$ cat src/rtl/hidt_pkg.sv
package hidt_pkg;

	localparam int unsigned ByteW   = 8;
	localparam int unsigned TypeW   = 2;
	localparam int unsigned TagW    = 4;
	localparam int unsigned LenW    = 3;
	localparam int unsigned ValueW  = 32;
	localparam int unsigned KindW   = 5;
	localparam int unsigned InDataW = 8;
	localparam int unsigned OutDataW = 48;
	localparam int unsigned OutUserW = 2;

	localparam logic [ByteW-1:0] EndCollPrefix = 8'hC0;

	// prefix type field codes
	localparam logic [TypeW-1:0] TypeMain     = 2'd0;
	localparam logic [TypeW-1:0] TypeGlobal   = 2'd1;
	localparam logic [TypeW-1:0] TypeLocal    = 2'd2;
	localparam logic [TypeW-1:0] TypeReserved = 2'd3;

	// prefix size field codes
	localparam logic [1:0] SizeNone  = 2'd0;
	localparam logic [1:0] SizeFour  = 2'd3;

	localparam logic [KindW-1:0] KindMainBase   = 5'd16;
	localparam logic [KindW-1:0] KindGlobalHigh = 5'd17;
	localparam logic [KindW-1:0] KindEndColl    = 5'd24;
	localparam logic [KindW-1:0] KindReserved   = 5'd25;
	localparam logic [KindW-1:0] KindUnnamed    = 5'd26;

	typedef struct packed {
		logic [TypeW-1:0]  item_type;
		logic [TagW-1:0]   item_tag;
		logic [LenW-1:0]   data_length;
		logic [ValueW-1:0] item_value;
		logic [KindW-1:0]  item_kind;
		logic              end_collection;
		logic              truncated;
	} hidt_res_t;

endpackage

$ cat src/rtl/hidt_kind_dec.sv
module hidt_kind_dec import hidt_pkg::*; (
	input  logic [ByteW-1:0] prefix,
	output logic [KindW-1:0] kind
);

	logic [TypeW-1:0] typ;
	logic [TagW-1:0]  tag;
	logic [KindW-1:0] tag_x2;
	logic [KindW-1:0] hi_x2;

	assign typ    = prefix[3:2];
	assign tag    = prefix[7:4];
	assign tag_x2 = {tag, 1'b0};
	// tags 8..12: (tag - 8) * 2
	assign hi_x2  = {1'b0, tag[2:0], 1'b0};

	always_comb begin
		kind = KindUnnamed;
		if (tag >= 4'd13) begin
			kind = KindReserved;
		end else if (tag <= 4'd7) begin
			unique case (typ)
				TypeGlobal: kind = tag_x2;
				TypeLocal:  kind = tag_x2 | 5'd1;
				default:    kind = KindUnnamed;
			endcase
		end else begin
			unique case (typ)
				TypeLocal:  kind = KindReserved;
				TypeMain:   kind = KindMainBase + hi_x2;
				TypeGlobal: kind = (tag <= 4'd11) ? KindGlobalHigh + hi_x2 : KindUnnamed;
				default:    kind = KindUnnamed;
			endcase
		end
	end

endmodule

$ cat src/rtl/hidt_step.sv
module hidt_step import hidt_pkg::*; (
	input  logic             clk,
	input  logic             arst_n,
	input  logic             beat,
	input  logic [ByteW-1:0] desc_byte,
	input  logic             first_byte,
	input  logic             last_byte,
	output logic             res_valid,
	output hidt_res_t        res
);

	logic [ByteW-1:0]  prefix_q, prefix_d;
	logic [LenW-1:0]   left_q, left_d;
	logic [LenW-1:0]   taken_q, taken_d;
	logic [ValueW-1:0] acc_q, acc_d;
	logic              in_item_q, in_item_d;
	logic              emit, trunc, collecting;
	logic [LenW-1:0]   size;
	logic [KindW-1:0]  kind;

	assign collecting = in_item_q & ~first_byte;
	assign size = (desc_byte[1:0] == SizeFour) ? 3'd4 : {1'b0, desc_byte[1:0]};

	always_comb begin
		prefix_d  = prefix_q;
		left_d    = left_q;
		taken_d   = taken_q;
		acc_d     = acc_q;
		in_item_d = in_item_q;
		emit      = 1'b0;
		trunc     = 1'b0;
		if (!collecting) begin
			prefix_d  = desc_byte;
			left_d    = size;
			taken_d   = '0;
			acc_d     = '0;
			in_item_d = 1'b1;
			if (desc_byte[1:0] == SizeNone) begin
				emit = 1'b1;
			end else if (last_byte) begin
				emit  = 1'b1;
				trunc = 1'b1;
			end
		end else begin
			acc_d   = acc_q | (ValueW'(desc_byte) << {taken_q[1:0], 3'b000});
			taken_d = taken_q + 3'd1;
			if (left_q != '0)
				left_d = left_q - 3'd1;
			if (left_d == '0) begin
				emit = 1'b1;
			end else if (last_byte) begin
				emit  = 1'b1;
				trunc = 1'b1;
			end
		end
		// emitting closes the item
		if (emit) begin
			in_item_d = 1'b0;
			left_d    = '0;
		end
	end

	always_ff @(posedge clk or negedge arst_n) begin
		if (!arst_n) begin
			prefix_q  <= '0;
			left_q    <= '0;
			taken_q   <= '0;
			acc_q     <= '0;
			in_item_q <= 1'b0;
		end else if (beat) begin
			prefix_q  <= prefix_d;
			left_q    <= left_d;
			taken_q   <= taken_d;
			acc_q     <= acc_d;
			in_item_q <= in_item_d;
		end
	end

	hidt_kind_dec u_kind (
		.prefix (prefix_d),
		.kind   (kind)
	);

	assign res_valid = beat & emit;
	always_comb begin
		res.item_type      = prefix_d[3:2];
		res.item_tag       = prefix_d[7:4];
		res.data_length    = taken_d;
		res.item_value     = acc_d;
		res.item_kind      = kind;
		res.end_collection = (prefix_d == EndCollPrefix);
		res.truncated      = trunc;
	end

endmodule

$ cat src/rtl/hid_descriptor_item_tokenizer.sv
// HID report descriptor tokenizer: feed the descriptor one byte per beat
// (tuser marks the first byte of a descriptor, tlast the final one) and one
// beat comes out for every complete short item, or for a partial item cut off
// by tlast, flagged truncated. Size code three carries four data bytes. A byte
// goes in each cycle while the output is not stalled; a byte is registered,
// decoded combinationally against the item state and its result registered.
// Back-pressure on the output stalls the input register only once the result
// register is full.
module hid_descriptor_item_tokenizer import hidt_pkg::*; (
	input  logic                clk,
	input  logic                arst_n,
	input  logic                s_tvalid,
	output logic                s_tready,
	input  logic [InDataW-1:0]  s_tdata,   // [7:0] desc_byte
	input  logic                s_tuser,   // first_byte
	input  logic                s_tlast,   // last_byte
	output logic                m_tvalid,
	input  logic                m_tready,
	output logic [OutDataW-1:0] m_tdata,   // [1:0] item_type, [5:2] item_tag,
	                                       // [8:6] data_length, [40:9] item_value,
	                                       // [45:41] item_kind, [47:46] zero
	output logic [OutUserW-1:0] m_tuser    // [0] end_collection, [1] truncated
);

	logic             valid_s1;
	logic [ByteW-1:0] byte_s1;
	logic             first_s1;
	logic             last_s1;
	logic             valid_s2;
	hidt_res_t        res_s2;
	logic             advance;
	logic             res_valid;
	hidt_res_t        res;

	assign advance  = !valid_s2 || m_tready;
	assign s_tready = !valid_s1 || advance;

	always_ff @(posedge clk or negedge arst_n) begin
		if (!arst_n) begin
			valid_s1 <= 1'b0;
		end else if (s_tready) begin
			valid_s1 <= s_tvalid;
		end
	end

	always_ff @(posedge clk) begin
		if (s_tready && s_tvalid) begin
			byte_s1  <= s_tdata[ByteW-1:0];
			first_s1 <= s_tuser;
			last_s1  <= s_tlast;
		end
	end

	hidt_step u_step (
		.clk        (clk),
		.arst_n     (arst_n),
		.beat       (valid_s1 && advance),
		.desc_byte  (byte_s1),
		.first_byte (first_s1),
		.last_byte  (last_s1),
		.res_valid  (res_valid),
		.res        (res)
	);

	always_ff @(posedge clk or negedge arst_n) begin
		if (!arst_n) begin
			valid_s2 <= 1'b0;
		end else if (advance) begin
			valid_s2 <= res_valid;
		end
	end

	always_ff @(posedge clk) begin
		if (advance && res_valid)
			res_s2 <= res;
	end

	assign m_tvalid = valid_s2;
	assign m_tdata  = {2'b00, res_s2.item_kind, res_s2.item_value, res_s2.data_length,
		res_s2.item_tag, res_s2.item_type};
	assign m_tuser  = {res_s2.truncated, res_s2.end_collection};

	a_len_max: assert property (@(posedge clk) disable iff (!arst_n)
		m_tvalid |-> (res_s2.data_length <= 3'd4))
		else $error("data length beyond four");

	a_value_width: assert property (@(posedge clk) disable iff (!arst_n)
		(m_tvalid && res_s2.data_length == 3'd1) |-> (res_s2.item_value[31:8] == '0))
		else $error("value wider than received bytes");

	a_end_kind: assert property (@(posedge clk) disable iff (!arst_n)
		(m_tvalid && res_s2.end_collection) |-> (res_s2.item_kind == KindEndColl))
		else $error("end collection with wrong kind");

	a_trunc_len: assert property (@(posedge clk) disable iff (!arst_n)
		(m_tvalid && res_s2.truncated) |-> (res_s2.data_length != 3'd4))
		else $error("truncated item with full data");

	a_empty_size: assert property (@(posedge clk) disable iff (!arst_n)
		(m_tvalid && !res_s2.truncated && res_s2.data_length == 3'd0)
			|-> (res_s2.item_value == '0))
		else $error("empty item carries a value");

endmodule

$ cat config.mk
export PLATFORM = sky130hd
export DESIGN_NAME = hid_descriptor_item_tokenizer
export DESIGN_NICKNAME = d
export VERILOG_FILES = /design/src/rtl/hidt_pkg.sv /design/src/rtl/hidt_kind_dec.sv /design/src/rtl/hidt_step.sv /design/src/rtl/hid_descriptor_item_tokenizer.sv
export SDC_FILE = /design/constraint.sdc
export NUM_CORES = 1
export LEC_CHECK = 0
export BUFFER_PORTS_ARGS = -buffer_cell sky130_fd_sc_hd__buf_2
export CAP_MARGIN = 20
export CORE_UTILIZATION = 40
export DETAILED_ROUTE_END_ITERATION = 8
export PLACE_DENSITY = 0.62
export SLEW_MARGIN = 20
export SYNTH_ARGS = -nofsm -noshare
export SYNTH_HDL_FRONTEND = slang
export SYNTH_SLANG_ARGS = --single-unit
$ cat constraint.sdc
create_clock -name clk -period 4.5 [get_ports clk]
set_input_delay 0.45 -clock clk [delete_from_list [all_inputs] [get_ports clk]]
set_output_delay 0.45 -clock clk [all_outputs]
set_load 0.03 [all_outputs]
Word-level counts from Yosys, hierarchy flattened
Index checks and enable logic that the tools add are counted.

cells by class
  add/subtract/negate cells = 4
  multipliers = 0
  divide/modulo/power cells = 0
  magnitude comparators = 3
  equal/unequal tests = 5
  shift-type cells = 1
  mux-type cells = 21
  bitwise gates (word level) = 4
  reduce and logical (&&, ||, !) cells = 12

operators with widths
  kind                                                             number
  2-to-1 mux 32 bit                                                1
  bitwise OR 32 bit                                                1
  left shift 8 x 5 -> 32 bit                                       1
  2-to-1 mux 3 bit                                                 6
  case mux 5 bit (3 select lines)                                  1
  adder 5 x 4 -> 5 bit (first input constant)                      2
  2-to-1 mux 5 bit                                                 2
  case mux 5 bit (2 select lines)                                  1
  2-to-1 mux 1 bit                                                 9
  == test 8 bit (second input constant)                            1
  2-to-1 mux 8 bit                                                 1
  == test 2 bit (second input constant)                            2
  greater-or-equal comparator 4 bit (second input constant)        1
  less-or-equal comparator 4 x 3 -> 1 bit (second input constant)  1
  less-or-equal comparator 4 bit (second input constant)           1
  zero test 2 bit                                                  2
  adder 3 x 1 -> 3 bit (second input constant)                     1
  logical AND 1 bit                                                3
  zero test 3 bit                                                  1
  nonzero test 3 bit                                               1
  subtractor 3 x 1 -> 3 bit (second input constant)                1
  bitwise AND 1 bit                                                2
  == test 2 x 1 -> 1 bit (second input constant)                   1
  zero test 1 bit                                                  2
  4 further kinds                                                  5

word-level totals
  register bits after elaboration = 107
  bits in latches = 0
  RAM bits = 0
  ROM bits = 0
  bits of input ports = 14
  output and inout port bits = 52
  memories = 0

Longest topological paths before layout
Gate-level depths: netlist (run 1).

  depth after elaboration = 8
  depth in mapped cells = 9
  gate-level depth less buffers = 8

By module
Synthesis (run 1) repeated with hierarchy kept, for this count alone.

second synthesis, totals
  cell total of the unflattened synthesis = 355
  area total of the unflattened synthesis = 4,694.5 sq um

by module, submodules not included
  module                         instances  cells an instance  area each (sq um)  seq. area each (sq um)
  hidt_step                      1          256                2,607.5            1,176.1
  hid_descriptor_item_tokenizer  1          70                 1,870.5            1,791.7
  hidt_kind_dec                  1          29                 216.5              0.0

Worst setup path after synthesis (run 1)
OpenSTA, ideal clock, no wires.

  path type = reg2reg
  start point = register u_step.left_q[0]
  end point = register res_s2, in the netlist m_tdata[0], enable pin
  library setup time = 0.477 ns
  arrival = 3.611 ns
  data required time = 4.023 ns
  slack = 0.412 ns
  stages on the path, launching flop included = 6
  buffers on the path = 0
  period minus slack after synthesis = 4.088 ns
  path through = dfrtp_1 > inv_1 > ha_1 > nor4bb_1 > o21bai_1 > a21oi_1

on the way
  word-level cells in the longest chain between the ends = 8
  elaborated cells on any way between the ends = 9
  classes of those cells = add/sub (1); mux (4); bitwise (1); reduce/logical (3)

RTL lines
  item                                                                    line                                 source
  start, declared                                                         hidt_step.sv:13                      logic [LenW-1:0] left_q, left_d;
  start signal, assigned                                                  hidt_step.sv:72                      left_q <= left_d;
  subtractor 3 x 1 -> 3 bit / nonzero test 3 bit (equally long branches)  hidt_step.sv:48, hidt_step.sv:47
  2-to-1 mux 3 bit (*)                                                    hidt_step.sv:47                      if (left_q != '0)
  2-to-1 mux 3 bit (*)                                                    hidt_step.sv:32                      if (!collecting) begin
  zero test 3 bit (*)                                                     hidt_step.sv:49                      if (left_d == '0) begin
  2-to-1 mux 1 bit (*)                                                    hidt_step.sv:49
  2-to-1 mux 1 bit (*)                                                    hidt_step.sv:32
  bitwise AND 1 bit (*)                                                   hidt_step.sv:84                      assign res_valid = beat & emit;
  logical AND 1 bit (*)                                                   hid_descriptor_item_tokenizer.sv:74  if (advance && res_valid)
  end signal, assigned                                                    hid_descriptor_item_tokenizer.sv:75  res_s2 <= res;
  end, declared                                                           hid_descriptor_item_tokenizer.sv:30  hidt_res_t res_s2;

Mark *: on every way between the ends. The rest lies on a longest branch, timed or not. The select of a mux whose other input is x is not followed.
A chain may end at the register's enable or synchronous reset.

Worst setup path in the final report (run 1)
  start point = register u_step.left_q[0]
  end point = register res_s2, in the netlist m_tdata[1], enable pin

The elaborated chain is that of the path after synthesis.

==> results of run 1 <==
## power by group
part / total (mW) / switching [mW] / internal, mW
combinational: 1.04 / 0.683 / 0.353
sequential: 1.46 / 0.140 / 1.32
clock: 0.855 / 0.363 / 0.492
total: 3.35 / 1.19 / 2.17
## synthesized netlist by cell type (all sizes together)
| cell type | count | area (sq um) |
|---|---|---|
| a211oi | 2 | 15.0 |
| a21boi | 1 | 7.51 |
| a21oi | 38 | 190 |
| a221oi | 2 | 17.5 |
| a311oi | 2 | 17.5 |
| a31o | 1 | 8.76 |
| a31oi | 3 | 18.8 |
| and2 | 4 | 25.0 |
| and3b | 1 | 10.0 |
| and4 | 2 | 17.5 |
| and4b | 2 | 20.0 |
| buf | 11 | 77.6 |
| bufbuf | 1 | 18.8 |
| clkbuf | 8 | 30.0 |
| conb | 1 | 3.75 |
| dfrtp | 49 | 1230 |
| edfxtp | 58 | 1740 |
| ha | 8 | 100 |
| inv | 11 | 41.3 |
| mux2 | 37 | 417 |
| mux2i | 4 | 52.6 |
| nand2 | 14 | 52.6 |
| nand2b | 4 | 25.0 |
| nand3 | 2 | 10.0 |
| nand3b | 1 | 7.51 |
| nand4 | 1 | 6.26 |
| nor2 | 42 | 158 |
| nor2b | 4 | 32.5 |
| nor3b | 2 | 15.0 |
| nor4bb | 1 | 10.0 |
| o2111ai | 1 | 8.76 |
| o21ai | 12 | 60.1 |
| o21bai | 1 | 7.51 |
| o311a | 1 | 10.0 |
| o311ai | 2 | 17.5 |
| o31a | 1 | 10.0 |
| o31ai | 2 | 15.0 |
| o32ai | 1 | 16.3 |
| or2 | 1 | 6.26 |
| or3 | 1 | 6.26 |
| or4 | 1 | 11.3 |
| xnor2 | 1 | 8.76 |
## sequential cells by signal, summed over array words and instances, names as in the netlist
name	cells
u_step.taken_q	3
u_step.in_item_q	1
u_step.prefix_q	8
u_step.acc_q	32
first_s1	1
m_tvalid	1
byte_s1	8
m_tuser	2
last_s1	1
u_step.left_q	3
m_tdata	46
valid_s1	1
## worst reg2reg max path: stages, from the launching register on
cell      delay [ns]
dfrtp_1         0.42
inv_1           0.11
ha_1            0.33
nor4bb_1        0.27
o21bai_1        0.17
a21oi_4         0.71
buf_4           0.49
## metrics by stage
| stage | hold slack (ns) | instances |
|---|---|---|
| detailed placement | 0.480 | 530 |
| global placement | 0.469 | 530 |
| global route | 0.269 | 546 |
| CTS | 0.241 | 546 |
| floorplan | 0.154 | 343 |
| finish | 0.207 | 546 |
## metal layers
metal,GRT usage (%),routed length (microns),vias up
met4,6.76,116,0
met3,2.99,396,7
met5,0,0,-
met1,23.7,4370,1373
li1,-,-,1356
met2,26.4,4410,78
## cell families after synthesis
logic type / synth area share [%]
other cells: 0.0824
buf+inv: 3.68
fa+ha+maj: 2.20
flops: 65.2
simple gates: 9.07
compound gates: 9.24
xor+xnor: 0.193
mux: 10.3
## worst paths after layout
check	start	end	slack, ns
hold / removal	arst_n	valid_s1	0.21
min in group clk	s_tdata[5]	byte_s1[5]	0.28
max in group asynchronous	arst_n	u_step.acc_q[7]	3.85
hold reg to reg	u_step.acc_q[4]	u_step.acc_q[4]	0.49
setup reg to reg	u_step.left_q[0]	m_tdata[1]	1.67
setup / recovery	u_step.left_q[0]	m_tdata[1]	1.67
## area by class of cell
cell class / instances / share of cell area, %
clock buffer: 9 / 4.26
clock inverter: 7 / 1.85
inverter: 11 / 0.781
multi-input combinational: 205 / 27.1
sequential: 107 / 56.1
tap: 140 / 3.31
timing repair buffer: 67 / 6.53
==> impl_metrics.toml, run 1 <==
[floorplan]
initial_core_util_pct = 41.4
die_x_microns = 109
ios = 66
fp.dieArea_sq_um = 11800
fp.coreArea_sq_um = 11000
die_h_microns = 109
rows = 38

[worst_hold_path]
hold_path_class = "in -> async"

[critical_path]
cp_data_arrival_time_ns = 2.84
r2r_cells = 6
crit_slowest_cell = "a21oi_4"
cp_max_fo = 28
endpoint_kind = "flip-flop"
cp.depth = 6
path_buf_inv = 2
start_kind = "flip-flop"
cp.required_ns = 4.51
crit_type = "reg -> reg"
max_stage_delay_ns = 0.71
crit_path_cell_trace = "inv_1 > ha_1 > nor4bb_1 > o21bai_1 > a21oi_4 > buf_4"
crit_family = "compound AO/OA/AOI/OAI gates"

[detailed_routing]
finalWirelength_microns = 9300
detail-route-antenna-nets = 0
wl_per_cell_microns = 17.0
viasPerCell = 5.15
first_iter_violations = 161
vias = 2814
drt_pass1_iterations = 5
drc_errors = 0

[sta]
min_period_ns = 2.83
setup_violations = 0
maxSlewHeadroom_pct = 43.0
setup_slack_ns = 1.67
finalMaxSlewViolations = 0
finClkSkew_ns = 0.00756
rsz0062_at_grt = "false"
period_share_pct = 62.9
fmax_ghz = 0.353
tightest_slew_ns = 0.853
finalHoldViolCount = 0
finalSetupTns_ns = 0

[yosys]
yosys_warnings = 0
synth_area_sq_um = 4550
syn_inst = 342
ys_types = 49
yosysSeqAreaShare_pct = 65.2
synth-seq-cells = 107
synth_area_per_cell_sq_um = 13.3

[power_and_ir_drop]
finalPower_mw = 3.35
leakagePower_nw = 2.26
power.density_nw_per_um2 = 635
peakVddDrop_v = 0.000280

[place]
pre_cts_slack_ns = 1.68
globalplace.congestion = 0.794
dp.final_hpwl_microns = 6050
placed_area_sq_um = 4960
port_buffers = 63

[clocking]
cts_buffers = 9
clk_pin_slew_ns = 0.07
clock-root-buffer = "clkbuf_16"
cts-hold-fix-buffers = 0
post_cts_resized = 0
clock_sinks = 107
post_cts_buffers = 0
h-tree-depth = 3
cts_tree = "done"
clk_latency_ns = 0.34
clk_path_buf_depth = 2

[grt]
grt-ovfl-total = 0
grt.total_usage_pct = 17.0
antenna_found_initial = 0
grt_start_max_net_pins = 50
grt_pass1_vias = 2742
grt_first_pass_wirelength_microns = 14700

[layout]
seq_area_sq_um = 2970
layout_common_cells = "63 x buf_2, 58 x edfxtp_1, 49 x dfrtp_1"
final_common_cell = "buf_2"
filler_cell_count = 983
syn_to_final_growth_pct = 16.2
drive_gt1_share_pct = 31.8
multi_input_area_sq_um = 1430
final_util_pct = 48.1
fin_nets = 423
antenna_cells = 0
stdcell_area_sq_um = 5290

[flow_run]
maxCapViolations = 0

[outcome]
status = "completed"
No activity file was read; power rests on OpenSTA's default activity.
==> run 2: changes to the inputs <==
==> constraint.sdc (replaced) <==
create_clock -name clk -period 2.85 [get_ports clk]
set_input_delay 0.285 -clock clk [delete_from_list [all_inputs] [get_ports clk]]
set_output_delay 0.285 -clock clk [all_outputs]
set_load 0.03 [all_outputs]
==> impl_metrics.toml, run 2 (same netlist as run 1, synthesis figures left out) <==
[critical_path]
cp_data_arrival_time_ns = 2.65
crit_type = "reg -> reg"
r2r_cells = 8
cp.required_ns = 2.94
cp_max_fo = 10
endpoint_kind = "flip-flop"
start_kind = "flip-flop"

[detailed_routing]
detail-route-antenna-nets = 0
wl_per_cell_microns = 17.0
finalWirelength_microns = 9290
vias = 2879
drt_pass1_iterations = 4
viasPerCell = 5.26
drc_errors = 0
first_iter_violations = 111

[place]
port_buffers = 63
globalplace.congestion = 0.819
dp.final_hpwl_microns = 5960
dpl.cell_count = 531
pre_cts_slack_ns = 0.290
placed_area_sq_um = 4990

[sta]
finalHoldViolCount = 0
period_share_pct = 89.9
rsz0062_at_grt = "false"
min_period_ns = 2.56
finClkSkew_ns = 0.00684
finalSetupTns_ns = 0
tightest_slew_ns = 0.753
finalMaxSlewViolations = 0
setup_violations = 0
maxSlewHeadroom_pct = 49.8
setup_slack_ns = 0.288
fmax_ghz = 0.390

[clocking]
h-tree-depth = 3
cts-hold-fix-buffers = 0
cts_buffers = 9
clock-root-buffer = "clkbuf_16"
clk_latency_ns = 0.34
clk_path_buf_depth = 2
post_cts_resized = 0
clock_sinks = 107
clk_pin_slew_ns = 0.07
cts_tree = "done"
post_cts_buffers = 0

[power_and_ir_drop]
finalPower_mw = 5.31
peakVddDrop_v = 0.000375
leakagePower_nw = 2.28
power.density_nw_per_um2 = 998

[floorplan]
fp.coreArea_sq_um = 11000
die_h_microns = 109
ios = 66
rows = 38
initial_core_util_pct = 41.4
die_x_microns = 109
fp.dieArea_sq_um = 11800

[flow_run]
maxCapViolations = 0

[layout]
final_cell_count_no_fill = 547
fin_nets = 424
antenna_cells = 0
drive_gt1_share_pct = 31.9
syn_to_final_growth_pct = 16.9
largest_register_ffs = 46
stdcell_area_sq_um = 5320
final_common_cell = "buf_2"
layout_common_cells = "63 x buf_2, 58 x edfxtp_1, 49 x dfrtp_1"

[outcome]
status = "completed"

[grt]
grt-ovfl-total = 0
grt_first_pass_wirelength_microns = 14700
grt_pass1_vias = 2818
antenna_found_initial = 0
grt_start_max_net_pins = 55
grt.total_usage_pct = 17.0

[worst_hold_path]
hold_path_class = "in -> async"
run 2: critical path, cell delays in order (launching register included):
cell and delay (ns):
edfxtp_1 0.47, nor2b_4 0.33, nor2_1 0.07, a21oi_1 0.34
inv_1 0.15, ha_1 0.29, a211oi_1 0.34, o21ai_0 0.17
o311a_1 0.16
run 2: area by class of cell:
cell class | instances | area [sq um]
clock buffers | 10 | 239
clock inverters | 6 | 87.6
fillers | 1001 | 5660
inverters | 11 | 41.3
multi-input cells | 205 | 1430
flip-flops and latches | 107 | 2970
well taps | 140 | 175
repair buffers | 68 | 378
run 2: per-stage QoR:
stage	util [%]	hold WS, ns
3_3_place_gp	45.5	0.389
2_1_floorplan	-	-0.0106
3_5_place_dp	45.5	0.391
6_report	48.5	0.00652
5_1_grt	48.5	0.0624
4_1_cts	48.5	0.0237
run 2: worst paths after layout:
kind,start,end,slack [ns]
worst min-delay path,arst_n,m_tvalid,0.007
worst max register to register,first_s1,m_tdata[42],0.29
min in group clk,s_tlast,last_s1,0.11
worst min register to register,u_step.acc_q[5],u_step.acc_q[5],0.50
max in group asynchronous,arst_n,u_step.acc_q[7],2.10
worst max-delay path,first_s1,m_tdata[42],0.29
run 2: power by group:
part           leakage, nW  switching (mW)  internal [mW]
registers             1.21           0.217           2.09
clock network        0.163           0.548          0.796
logic                0.911            1.08          0.581
total                 2.28            1.85           3.46
run 2: layer usage:
layer  GRT usage, %  vias to the layer above  part of all wire [%]
met1           23.1                     1407                    46
met4           8.40                        0                   2.4
li1               -                     1359                     -
met3           3.05                       17                   5.3
met5              0                        -                     0
met2           26.3                       96                    47
